$ cat src/sv/lbs_pkg.sv
package lbs_pkg;

	localparam int COORD_W = 12;
	localparam int COLOR_W = 8;
	localparam int ADDR_W  = 20;
	localparam int CFG_W   = 11;
	localparam int CFG_IDX_W = 1;

	localparam logic [CFG_IDX_W-1:0] REG_SCREEN_WIDTH  = 1'd0;
	localparam logic [CFG_IDX_W-1:0] REG_SCREEN_HEIGHT = 1'd1;

	localparam logic [CFG_W-1:0] SCREEN_WIDTH_RST  = 11'd320;
	localparam logic [CFG_W-1:0] SCREEN_HEIGHT_RST = 11'd240;

	localparam int MAX_WIDTH_DEF  = 1024;
	localparam int MAX_HEIGHT_DEF = 1024;

	localparam logic REQ_START = 1'b0;
	localparam logic REQ_TICK  = 1'b1;

	typedef struct packed {
		logic we;
		logic last;
		logic rej;
	} pix_flags_t;

endpackage

$ cat src/sv/lbs_req_if.sv
interface lbs_req_if;
	import lbs_pkg::*;

	logic               valid;
	logic               ready;
	logic               req_type;
	logic [COORD_W-1:0] start_x;
	logic [COORD_W-1:0] start_y;
	logic [COORD_W-1:0] end_x;
	logic [COORD_W-1:0] end_y;
	logic [COLOR_W-1:0] draw_color;

	modport source (
		output valid, req_type, start_x, start_y, end_x, end_y, draw_color,
		input ready
	);
	modport sink (
		input valid, req_type, start_x, start_y, end_x, end_y, draw_color,
		output ready
	);

endinterface

$ cat src/sv/lbs_res_if.sv
interface lbs_res_if;
	import lbs_pkg::*;

	logic              valid;
	logic              ready;
	logic              write_enable;
	logic [ADDR_W-1:0] pixel_address;
	logic [COLOR_W-1:0] pixel_value;
	logic              last_pixel;
	logic              rejected;

	modport source (
		output valid, write_enable, pixel_address, pixel_value, last_pixel, rejected,
		input ready
	);
	modport sink (
		input valid, write_enable, pixel_address, pixel_value, last_pixel, rejected,
		output ready
	);

endinterface

$ cat src/sv/bresenham_line_pixel_stepper.sv
// A request is registered in stage 1, stage 2 and then the result register.
// One request per cycle unless results stall; each yields exactly one result.
// Stepping state is registered on each advance, so ticks may follow back to back.
// The address multiply is combinational between stage 2 and the result register.
// Reset clears every valid flag and the active flag; the screen becomes 320 by 240.
module bresenham_line_pixel_stepper #(
	parameter int MAX_WIDTH  = lbs_pkg::MAX_WIDTH_DEF,
	parameter int MAX_HEIGHT = lbs_pkg::MAX_HEIGHT_DEF
) (
	input  logic                          clk,
	input  logic                          arst_n,
	input  logic                          cfg_we,
	input  logic [lbs_pkg::CFG_IDX_W-1:0] cfg_index,
	input  logic [lbs_pkg::CFG_W-1:0]     cfg_data,
	lbs_req_if.sink                       req,
	lbs_res_if.source                     res
);
	import lbs_pkg::*;

	localparam int COL_W = $clog2(MAX_WIDTH);
	localparam int ROW_W = $clog2(MAX_HEIGHT);
	localparam int EW_W  = $clog2(MAX_WIDTH + 1);
	localparam int EH_W  = $clog2(MAX_HEIGHT + 1);

	logic [CFG_W-1:0]   screen_width_q, screen_height_q;
	logic [EW_W-1:0]    eff_width;
	logic [EH_W-1:0]    eff_height;
	logic               pix_valid_s2, pix_ready;
	pix_flags_t         pix_flags_s2;
	logic [COL_W-1:0]   pix_col_s2;
	logic [ROW_W-1:0]   pix_row_s2;
	logic [COLOR_W-1:0] pix_color_s2;

	always_ff @(posedge clk or negedge arst_n) begin
		if (!arst_n) begin
			screen_width_q  <= SCREEN_WIDTH_RST;
			screen_height_q <= SCREEN_HEIGHT_RST;
		end else if (cfg_we) begin
			unique case (cfg_index)
				REG_SCREEN_WIDTH:  screen_width_q  <= cfg_data;
				REG_SCREEN_HEIGHT: screen_height_q <= cfg_data;
				default: ;
			endcase
		end
	end

	// Settings above the supported maximum behave as that maximum.
	assign eff_width  = (32'(screen_width_q) > MAX_WIDTH) ? EW_W'(MAX_WIDTH)
		: EW_W'(screen_width_q);
	assign eff_height = (32'(screen_height_q) > MAX_HEIGHT) ? EH_W'(MAX_HEIGHT)
		: EH_W'(screen_height_q);

	lbs_step #(
		.MAX_WIDTH  (MAX_WIDTH),
		.MAX_HEIGHT (MAX_HEIGHT)
	) u_step (
		.clk          (clk),
		.arst_n       (arst_n),
		.req          (req),
		.eff_width    (eff_width),
		.eff_height   (eff_height),
		.pix_valid_s2 (pix_valid_s2),
		.pix_ready    (pix_ready),
		.pix_flags_s2 (pix_flags_s2),
		.pix_col_s2   (pix_col_s2),
		.pix_row_s2   (pix_row_s2),
		.pix_color_s2 (pix_color_s2)
	);

	lbs_addr #(
		.MAX_WIDTH  (MAX_WIDTH),
		.MAX_HEIGHT (MAX_HEIGHT)
	) u_addr (
		.clk          (clk),
		.arst_n       (arst_n),
		.eff_width    (eff_width),
		.pix_valid_s2 (pix_valid_s2),
		.pix_ready    (pix_ready),
		.pix_flags_s2 (pix_flags_s2),
		.pix_col_s2   (pix_col_s2),
		.pix_row_s2   (pix_row_s2),
		.pix_color_s2 (pix_color_s2),
		.res          (res)
	);

endmodule

$ cat src/sv/lbs_step.sv
module lbs_step #(
	parameter int MAX_WIDTH  = lbs_pkg::MAX_WIDTH_DEF,
	parameter int MAX_HEIGHT = lbs_pkg::MAX_HEIGHT_DEF,
	localparam int COL_W = $clog2(MAX_WIDTH),
	localparam int ROW_W = $clog2(MAX_HEIGHT),
	localparam int EW_W  = $clog2(MAX_WIDTH + 1),
	localparam int EH_W  = $clog2(MAX_HEIGHT + 1)
) (
	input  logic                    clk,
	input  logic                    arst_n,
	lbs_req_if.sink                 req,
	input  logic [EW_W-1:0]         eff_width,
	input  logic [EH_W-1:0]         eff_height,
	output logic                    pix_valid_s2,
	input  logic                    pix_ready,
	output lbs_pkg::pix_flags_t     pix_flags_s2,
	output logic [COL_W-1:0]        pix_col_s2,
	output logic [ROW_W-1:0]        pix_row_s2,
	output logic [lbs_pkg::COLOR_W-1:0] pix_color_s2
);
	import lbs_pkg::*;

	localparam int TW    = ((COL_W > ROW_W) ? COL_W : ROW_W) + 1;
	localparam int ERR_W = TW + 2;

	logic               valid_s1;
	logic               req_type_s1;
	logic [COORD_W-1:0] x0_s1, y0_s1, x1_s1, y1_s1;
	logic [COLOR_W-1:0] color_s1;

	logic                    active_q;
	logic [COL_W-1:0]        col_q, goal_col_q;
	logic [ROW_W-1:0]        row_q, goal_row_q;
	logic signed [ERR_W-1:0] err_q;
	logic [TW-1:0]           tdx_q, tdy_q;
	logic                    col_neg_q, row_neg_q, xmaj_q;
	logic [COLOR_W-1:0]      color_q;

	logic                    active_n;
	logic [COL_W-1:0]        col_n, goal_col_n;
	logic [ROW_W-1:0]        row_n, goal_row_n;
	logic signed [ERR_W-1:0] err_n;
	logic [TW-1:0]           tdx_n, tdy_n;
	logic                    col_neg_n, row_neg_n, xmaj_n;
	logic [COLOR_W-1:0]      color_n;
	pix_flags_t              flags_n;

	logic                    s2_free, s1_free, adv1;
	logic signed [COORD_W:0] dx, dy;
	logic [COORD_W:0]        adx, ady;
	logic                    inside_all;
	logic signed [ERR_W-1:0] err_a;

	function automatic logic in_range(input logic [COORD_W-1:0] v, input logic [13:0] lim);
		in_range = !v[COORD_W-1] && (14'(v[COORD_W-2:0]) < lim);
	endfunction

	assign s2_free   = !pix_valid_s2 || pix_ready;
	assign adv1      = valid_s1 && s2_free;
	assign s1_free   = !valid_s1 || s2_free;
	assign req.ready = s1_free;

	always_ff @(posedge clk or negedge arst_n) begin
		if (!arst_n) begin
			valid_s1 <= 1'b0;
		end else if (s1_free) begin
			valid_s1 <= req.valid;
		end
	end

	always_ff @(posedge clk) begin
		if (s1_free && req.valid) begin
			req_type_s1 <= req.req_type;
			x0_s1       <= req.start_x;
			y0_s1       <= req.start_y;
			x1_s1       <= req.end_x;
			y1_s1       <= req.end_y;
			color_s1    <= req.draw_color;
		end
	end

	assign dx  = {x1_s1[COORD_W-1], x1_s1} - {x0_s1[COORD_W-1], x0_s1};
	assign dy  = {y1_s1[COORD_W-1], y1_s1} - {y0_s1[COORD_W-1], y0_s1};
	assign adx = dx[COORD_W] ? (COORD_W+1)'(-dx) : dx;
	assign ady = dy[COORD_W] ? (COORD_W+1)'(-dy) : dy;

	assign inside_all = in_range(x0_s1, 14'(eff_width)) && in_range(x1_s1, 14'(eff_width))
		&& in_range(y0_s1, 14'(eff_height)) && in_range(y1_s1, 14'(eff_height));

	assign err_a = xmaj_q ? (err_q[ERR_W-1] ? err_q : err_q - ERR_W'(tdx_q))
		: (err_q[ERR_W-1] ? err_q : err_q - ERR_W'(tdy_q));

	always_comb begin
		active_n   = active_q;
		col_n      = col_q;
		row_n      = row_q;
		goal_col_n = goal_col_q;
		goal_row_n = goal_row_q;
		err_n      = err_q;
		tdx_n      = tdx_q;
		tdy_n      = tdy_q;
		col_neg_n  = col_neg_q;
		row_neg_n  = row_neg_q;
		xmaj_n     = xmaj_q;
		color_n    = color_q;
		flags_n    = '0;
		if (req_type_s1 == REQ_START) begin
			if (!inside_all) begin
				active_n    = 1'b0;
				flags_n.rej = 1'b1;
			end else begin
				color_n    = color_s1;
				col_n      = x0_s1[COL_W-1:0];
				row_n      = y0_s1[ROW_W-1:0];
				goal_col_n = x1_s1[COL_W-1:0];
				goal_row_n = y1_s1[ROW_W-1:0];
				col_neg_n  = dx[COORD_W];
				row_neg_n  = dy[COORD_W];
				tdx_n      = {adx[TW-2:0], 1'b0};
				tdy_n      = {ady[TW-2:0], 1'b0};
				xmaj_n     = adx > ady;
				if (xmaj_n) begin
					err_n = ERR_W'(tdy_n) - ERR_W'(adx);
				end else begin
					err_n = ERR_W'(tdx_n) - ERR_W'(ady);
				end
				flags_n.we   = 1'b1;
				flags_n.last = xmaj_n ? (x0_s1 == x1_s1) : (y0_s1 == y1_s1);
				active_n     = !flags_n.last;
			end
		end else if (active_q) begin
			if (xmaj_q) begin
				if (!err_q[ERR_W-1]) begin
					row_n = row_neg_q ? row_q - 1'b1 : row_q + 1'b1;
				end
				col_n = col_neg_q ? col_q - 1'b1 : col_q + 1'b1;
				err_n = err_a + ERR_W'(tdy_q);
			end else begin
				if (!err_q[ERR_W-1]) begin
					col_n = col_neg_q ? col_q - 1'b1 : col_q + 1'b1;
				end
				row_n = row_neg_q ? row_q - 1'b1 : row_q + 1'b1;
				err_n = err_a + ERR_W'(tdx_q);
			end
			flags_n.we   = 1'b1;
			flags_n.last = xmaj_q ? (col_n == goal_col_q) : (row_n == goal_row_q);
			active_n     = !flags_n.last;
		end
	end

	always_ff @(posedge clk or negedge arst_n) begin
		if (!arst_n) begin
			active_q     <= 1'b0;
			pix_valid_s2 <= 1'b0;
		end else begin
			if (adv1) begin
				active_q <= active_n;
			end
			if (s2_free) begin
				pix_valid_s2 <= valid_s1;
			end
		end
	end

	always_ff @(posedge clk) begin
		if (adv1) begin
			col_q      <= col_n;
			row_q      <= row_n;
			goal_col_q <= goal_col_n;
			goal_row_q <= goal_row_n;
			err_q      <= err_n;
			tdx_q      <= tdx_n;
			tdy_q      <= tdy_n;
			col_neg_q  <= col_neg_n;
			row_neg_q  <= row_neg_n;
			xmaj_q     <= xmaj_n;
			color_q    <= color_n;

			pix_flags_s2 <= flags_n;
			pix_col_s2   <= flags_n.we ? col_n : '0;
			pix_row_s2   <= flags_n.we ? row_n : '0;
			pix_color_s2 <= flags_n.we ? color_n : '0;
		end
	end

endmodule

$ cat src/sv/lbs_addr.sv
module lbs_addr #(
	parameter int MAX_WIDTH  = lbs_pkg::MAX_WIDTH_DEF,
	parameter int MAX_HEIGHT = lbs_pkg::MAX_HEIGHT_DEF,
	localparam int COL_W = $clog2(MAX_WIDTH),
	localparam int ROW_W = $clog2(MAX_HEIGHT),
	localparam int EW_W  = $clog2(MAX_WIDTH + 1)
) (
	input  logic                    clk,
	input  logic                    arst_n,
	input  logic [EW_W-1:0]         eff_width,
	input  logic                    pix_valid_s2,
	output logic                    pix_ready,
	input  lbs_pkg::pix_flags_t     pix_flags_s2,
	input  logic [COL_W-1:0]        pix_col_s2,
	input  logic [ROW_W-1:0]        pix_row_s2,
	input  logic [lbs_pkg::COLOR_W-1:0] pix_color_s2,
	lbs_res_if.source               res
);
	import lbs_pkg::*;

	localparam int PROD_W = ROW_W + EW_W + 1;
	localparam int SUM_W  = (PROD_W > ADDR_W) ? PROD_W : ADDR_W;

	logic [SUM_W-1:0] sum;

	assign pix_ready = !res.valid || res.ready;
	assign sum = SUM_W'(pix_row_s2) * SUM_W'(eff_width) + SUM_W'(pix_col_s2);

	always_ff @(posedge clk or negedge arst_n) begin
		if (!arst_n) begin
			res.valid <= 1'b0;
		end else if (pix_ready) begin
			res.valid <= pix_valid_s2;
		end
	end

	always_ff @(posedge clk) begin
		if (pix_ready && pix_valid_s2) begin
			res.write_enable  <= pix_flags_s2.we;
			res.pixel_address <= pix_flags_s2.we ? sum[ADDR_W-1:0] : '0;
			res.pixel_value   <= pix_color_s2;
			res.last_pixel    <= pix_flags_s2.last;
			res.rejected      <= pix_flags_s2.rej;
		end
	end

endmodule

$ cat src/flat_wrapper.sv
// flat-port wrapper written by rule: the top's interface ports become plain ports
module bresenham_line_pixel_stepper_flat import lbs_pkg::*;
#(
	parameter int MAX_WIDTH  = lbs_pkg::MAX_WIDTH_DEF,
	parameter int MAX_HEIGHT = lbs_pkg::MAX_HEIGHT_DEF
)
  (clk, arst_n, cfg_we, cfg_index, cfg_data, req_valid, req_req_type, req_start_x, req_start_y, req_end_x, req_end_y, req_draw_color, req_ready, res_valid, res_write_enable, res_pixel_address, res_pixel_value, res_last_pixel, res_rejected, res_ready);
  lbs_req_if req_i ();
  lbs_res_if res_i ();
  input  logic clk;
  input  logic arst_n;
  input  logic cfg_we;
  input  logic [lbs_pkg::CFG_IDX_W-1:0] cfg_index;
  input  logic [lbs_pkg::CFG_W-1:0] cfg_data;
  input wire logic [$bits(req_i.valid)-1:0] req_valid;
  input wire logic [$bits(req_i.req_type)-1:0] req_req_type;
  input wire logic [$bits(req_i.start_x)-1:0] req_start_x;
  input wire logic [$bits(req_i.start_y)-1:0] req_start_y;
  input wire logic [$bits(req_i.end_x)-1:0] req_end_x;
  input wire logic [$bits(req_i.end_y)-1:0] req_end_y;
  input wire logic [$bits(req_i.draw_color)-1:0] req_draw_color;
  output wire logic [$bits(req_i.ready)-1:0] req_ready;
  output wire logic [$bits(res_i.valid)-1:0] res_valid;
  output wire logic [$bits(res_i.write_enable)-1:0] res_write_enable;
  output wire logic [$bits(res_i.pixel_address)-1:0] res_pixel_address;
  output wire logic [$bits(res_i.pixel_value)-1:0] res_pixel_value;
  output wire logic [$bits(res_i.last_pixel)-1:0] res_last_pixel;
  output wire logic [$bits(res_i.rejected)-1:0] res_rejected;
  input wire logic [$bits(res_i.ready)-1:0] res_ready;
  assign req_i.valid = req_valid;
  assign req_i.req_type = req_req_type;
  assign req_i.start_x = req_start_x;
  assign req_i.start_y = req_start_y;
  assign req_i.end_x = req_end_x;
  assign req_i.end_y = req_end_y;
  assign req_i.draw_color = req_draw_color;
  assign req_ready = req_i.ready;
  assign res_valid = res_i.valid;
  assign res_write_enable = res_i.write_enable;
  assign res_pixel_address = res_i.pixel_address;
  assign res_pixel_value = res_i.pixel_value;
  assign res_last_pixel = res_i.last_pixel;
  assign res_rejected = res_i.rejected;
  assign res_i.ready = res_ready;
  bresenham_line_pixel_stepper #(.MAX_WIDTH(MAX_WIDTH), .MAX_HEIGHT(MAX_HEIGHT)) u_core (.clk(clk), .arst_n(arst_n), .cfg_we(cfg_we), .cfg_index(cfg_index), .cfg_data(cfg_data), .req(req_i), .res(res_i));
endmodule
$ cat config.mk
export PLATFORM = sky130hd
export DESIGN_NAME = bresenham_line_pixel_stepper_flat
export DESIGN_NICKNAME = d
export VERILOG_FILES = /design/src/sv/lbs_pkg.sv /design/src/sv/lbs_req_if.sv /design/src/sv/lbs_res_if.sv /design/src/sv/bresenham_line_pixel_stepper.sv /design/src/sv/lbs_step.sv /design/src/sv/lbs_addr.sv /design/src/flat_wrapper.sv
export SDC_FILE = /design/constraint.sdc
export NUM_CORES = 1
export LEC_CHECK = 0
export ABC_AREA = 1
export BUFFER_PORTS_ARGS = -buffer_cell sky130_fd_sc_hd__buf_2
export CORE_ASPECT_RATIO = 0.75
export CORE_MARGIN = 2
export CORE_UTILIZATION = 65
export CTS_CLUSTER_SIZE = 20
export DETAILED_ROUTE_END_ITERATION = 7
export GPL_TIMING_DRIVEN = 0
export PLACE_DENSITY = 0.87
export SLEW_MARGIN = 10
export SYNTH_ARGS = -nofsm -noshare
export SYNTH_HDL_FRONTEND = slang
export SYNTH_HIERARCHICAL = 1
export SYNTH_SLANG_ARGS = --single-unit
$ cat constraint.sdc
create_clock -name clk -period 8.6 [get_ports clk]
set_clock_uncertainty 0.05 [all_clocks]
set_input_delay 1.72 -clock clk [delete_from_list [all_inputs] [get_ports clk]]
set_output_delay 1.72 -clock clk [all_outputs]
set_load 0.03 [all_outputs]
==> flow_summary_export.csv <==
group,metric,value,unit
run_status,run_status,"finished, final reports clean",
clock_tree,cts_buffers,25,
clock_tree,cts_max_path_buffers,3,
synthesis,syn_area,19960,sq um
clock_tree,cts_htree_levels,1,
floorplan,chipHeight,155.8,um
critical_path,endpoint_kind,"register",
critical_path,path_common_cell,"fa_1",
synthesis,synth.net_count,2863,
critical_path,crit_path_start_kind,"register",
critical_path,cp_data_required_time,8.87,ns
cells_and_area,final_core_util,72.48,%
clock_tree,cts_sinks,228,
synthesis,netlist-cell-type-count,54,
timing,slew_headroom,33.92,%
detailed_routing,routed_wire_length_per_instance,17.45,um
critical_path,crit_path_max_fanout,10,
timing,worstMarginPinSlew,0.9876,ns
floorplan,core.rowCount,55,
synthesis,synth_ff_type,"edfxtp_1",
synthesis,synth-seq-cells,228,
floorplan,core,30210,sq um
floorplan,initial_core_util,66.07,%
cells_and_area,antenna_cells,0,
pwr,intPower,3.423,mW
grt,grt_pass1_wl,83.86,mm
timing,finalHoldViolations,0,
clock_tree,cts-root-buf,"clkbuf_16",
detailed_routing,drt-vias-per-instance,5.815,
pwr,p_switching,3.179,mW
grt,track_usage,33.44,%
grt,grt_max_degree,41,
synthesis,ys_seq_area_share,33.69,%
hold_path,hold_class,"register to register",
timing,setup_viol,0,
hold_path,worstHoldStart,"u_core/u_step/pix_color_s2[6]",
clock_tree,clkLatencyLatePin,0.56,ns
timing,timing.final.crit_share,71.03,%
cells_and_area,nets,3000,
clock_tree,cts-resized-gates,0,
placed_design,gp_congestion,0.9927,
synthesis,avgSynthCellArea,7.981,sq um
cells_and_area,syn2layout_area_growth,9.697,%
grt,grt_antenna_before_repair,1,
pwr,p_leak,11.19,nW
detailed_routing,drt_wl_total,53.30,mm
clock_tree,clk_pin_slew_worst_paths,0.07,ns
floorplan,io_pins,107,
detailed_routing,postRouteAntennaNets,0,
pwr,ir_worst_vdd,0.2154,mV
grt,grt_pass1_vias,16810,
pwr,comb_power_share,59.6,%
pwr,swShare,48.15,%
placed_design,place_ws,2.638,ns
pwr,pwr-share-clk,15.9,%
cells_and_area,drive_gt1_share,9.149,%
critical_path,startpoint,"u_core/screen_width_q[9]",
timing,slew_viol_final,0,
critical_path,worst-path-buf-inv,5,
placed_design,port_buffers,106,
clock_tree,ctsHoldBuffers,0,
run,drv_cap,0,
detailed_routing,vias,17760,
timing,layout_min_cycle_time,6.109,ns
synthesis,yosys_warnings,6,
critical_path,arrival,6.38,ns
grt,overflow,0,
critical_path,cp_cell_sequence,"nor2_1 -> nand3_1 -> nor2_2 -> nor2_4 -> nor2_1 -> clkbuf_1 -> nand2_1 -> inv_1 -> fa_1 -> fa_1 -> fa_1 -> fa_1 -> inv_1 -> fa_1 -> inv_1 -> ha_1 -> nand2_1 -> inv_2 -> nand2_2 -> nor3_1 -> nand2_2 -> a21oi_1 -> nor2_1",
timing,worst_slack,2.491,ns
pwr,pwr-share-seq,24.5,%
timing,tns,0,ns
floorplan,die-area,32140,sq um
timing,rsz0062_at_grt,"false",
critical_path,critical_path_class,"register to register",
placed_design,hpwl,42.57,mm
critical_path,max_stage_delay,0.54,ns
critical_path,cp_top_family,"adder cells",
floorplan,die_w,206.3,um
detailed_routing,remaining_drc_errors,0,
clock_tree,post_cts_buffers,0,
clock_tree,cts_tree,"done",
critical_path,r2r_start,"u_core/screen_width_q[9]",
synthesis,syn-instance-count,2501,
critical_path,critPathSlowestCell,"fa_1",
detailed_routing,firstDrtPassIters,6,
synthesis,synth_edf_count,202,
pwr,powerDensity,301.5,nW/um^2
timing,fmax,0.1637,GHz
detailed_routing,drtIter0Drc,2030,
synthesis,async_reset_ff_share,11.40,%
[through the flow]
step	hold slack (ns)	instance area [sq um]	instances	total power [mW]
global placement	0.3506	20990	3006	5.227
floorplan	0.3503	19960	2501	4.439
global route	0.3711	21900	3055	7.117
finish	0.3679	21900	3055	6.602
CTS	0.3699	21900	3055	6.515
detailed placement	0.3562	21100	3010	5.424
[cell usage after synthesis (all sizes together), types with 19 or more instances]
cell    instances  area (sq um)
xnor2          22         192.7
nor2          154         628.1
nand3         120         643.1
inv           498          1869
o21ai         116         588.1
nand2         684          2638
edfxtp        202          6066
dfrtp          20         500.5
nand4          24         165.2
o211ai         19         142.6
a21oi         137         711.9
fa             88          1762
nor3           23         120.1
ha            200          2502
clkbuf         44         175.2
xor2           43         384.1
[registers in the layout, indices dropped and copies added, names as in the netlist, 11 cells and up]
register	flops
u_core/screen_height_q	11
u_core/u_step/y0_s1	12
u_core/screen_width_q	11
u_core/u_step/x1_s1	12
u_core/u_step/y1_s1	12
u_core/u_step/x0_s1	12
u_core/u_step/err_q	12
u_core/u_addr/res.pixel_address	20
[worst reg2reg max path, cell delays in order, from the launching register on]
cell,delay (ns)
dfrtp_1,0.40
nor2_1,0.10
nand3_1,0.08
nor2_2,0.16
nor2_4,0.07
nor2_1,0.28
clkbuf_1,0.51
nand2_1,0.12
inv_1,0.13
fa_1,0.44
fa_1,0.53
fa_1,0.52
fa_1,0.54
inv_1,0.05
fa_1,0.52
inv_1,0.04
ha_1,0.40
nand2_1,0.15
inv_2,0.09
nand2_2,0.09
nor3_1,0.32
nand2_2,0.10
a21oi_1,0.14
nor2_1,0.06
[layout by cell type (no fill, tap or decap), types with 10 or more instances in the layout]
| cell | instances |
|---|---|
| o211ai_1 | 19 |
| dfrtp_1 | 20 |
| ha_1 | 200 |
| clkbuf_1 | 45 |
| nor3_1 | 22 |
| nand2_1 | 662 |
| nand3_1 | 113 |
| buf_2 | 112 |
| nand2_2 | 19 |
| edfxtp_1 | 202 |
| xor2_1 | 42 |
| fa_1 | 88 |
| or2_2 | 11 |
| inv_1 | 486 |
| nor2_1 | 139 |
| nor2_2 | 11 |
| a21oi_1 | 131 |
| nand4_1 | 23 |
| inv_2 | 12 |
| a31oi_1 | 16 |
| xnor2_1 | 22 |
| o21ai_0 | 112 |
| clkbuf_16 | 25 |
| nand3b_1 | 10 |
[cells by family (layout without fill, tap and decap cells)]
group	Yosys count	in the layout	synth area share, %
simple gates	1032	1032	21.93
buf+inv	556	711	10.66
compound gates	332	332	9.472
fa+ha+maj	288	288	21.36
flops	228	228	33.69
xor+xnor	65	65	2.890
[metal layers]
metal	routed length [um]	GRT usage, %	vias up
met1	22040	48.13	8218
li1	-	-	8313
met4	1647	10.10	0
met3	6597	7.018	131
met2	23010	50.99	1102
met5	0	0	-
[power by group through the flow]
stage	Combinational (mW)	Clock, mW	Sequential [mW]
detailed placement	3.79	0	1.63
global route	4.38	1.10	1.64
finish	3.94	1.05	1.62
global placement	3.59	0	1.63
CTS	3.84	1.06	1.62
floorplan	2.73	0	1.71
[layout make-up]
| class | count | area (sq um) |
|---|---|---|
| timing repair buffer | 110 | 625.6 |
| clock inverter | 18 | 158.9 |
| sequential | 228 | 6724 |
| fill | 2215 | 8314 |
| inverter | 499 | 1873 |
| clock buffer | 27 | 633.1 |
| tap | 399 | 499.2 |
| buffer | 57 | 254.0 |
| multi-input combinational | 1717 | 11130 |
[final timing paths]
path / to / slack [ns] / depth (start not counted)
worst max-delay path: u_core/u_addr/res.pixel_address[19] / 2.49 / 23
worst min-delay path: u_core/u_addr/res.pixel_value[6] / 0.37 / 0
worst max register to register: u_core/u_addr/res.pixel_address[19] / 2.49 / 23
worst min register to register: u_core/u_addr/res.pixel_value[6] / 0.37 / 0
max in group asynchronous: u_core/screen_width_q[10] / 6.85 / 1
min in group asynchronous: u_core/u_step/active_q / 1.18 / 1
Note: power is estimated with default switching activity, not from simulation.
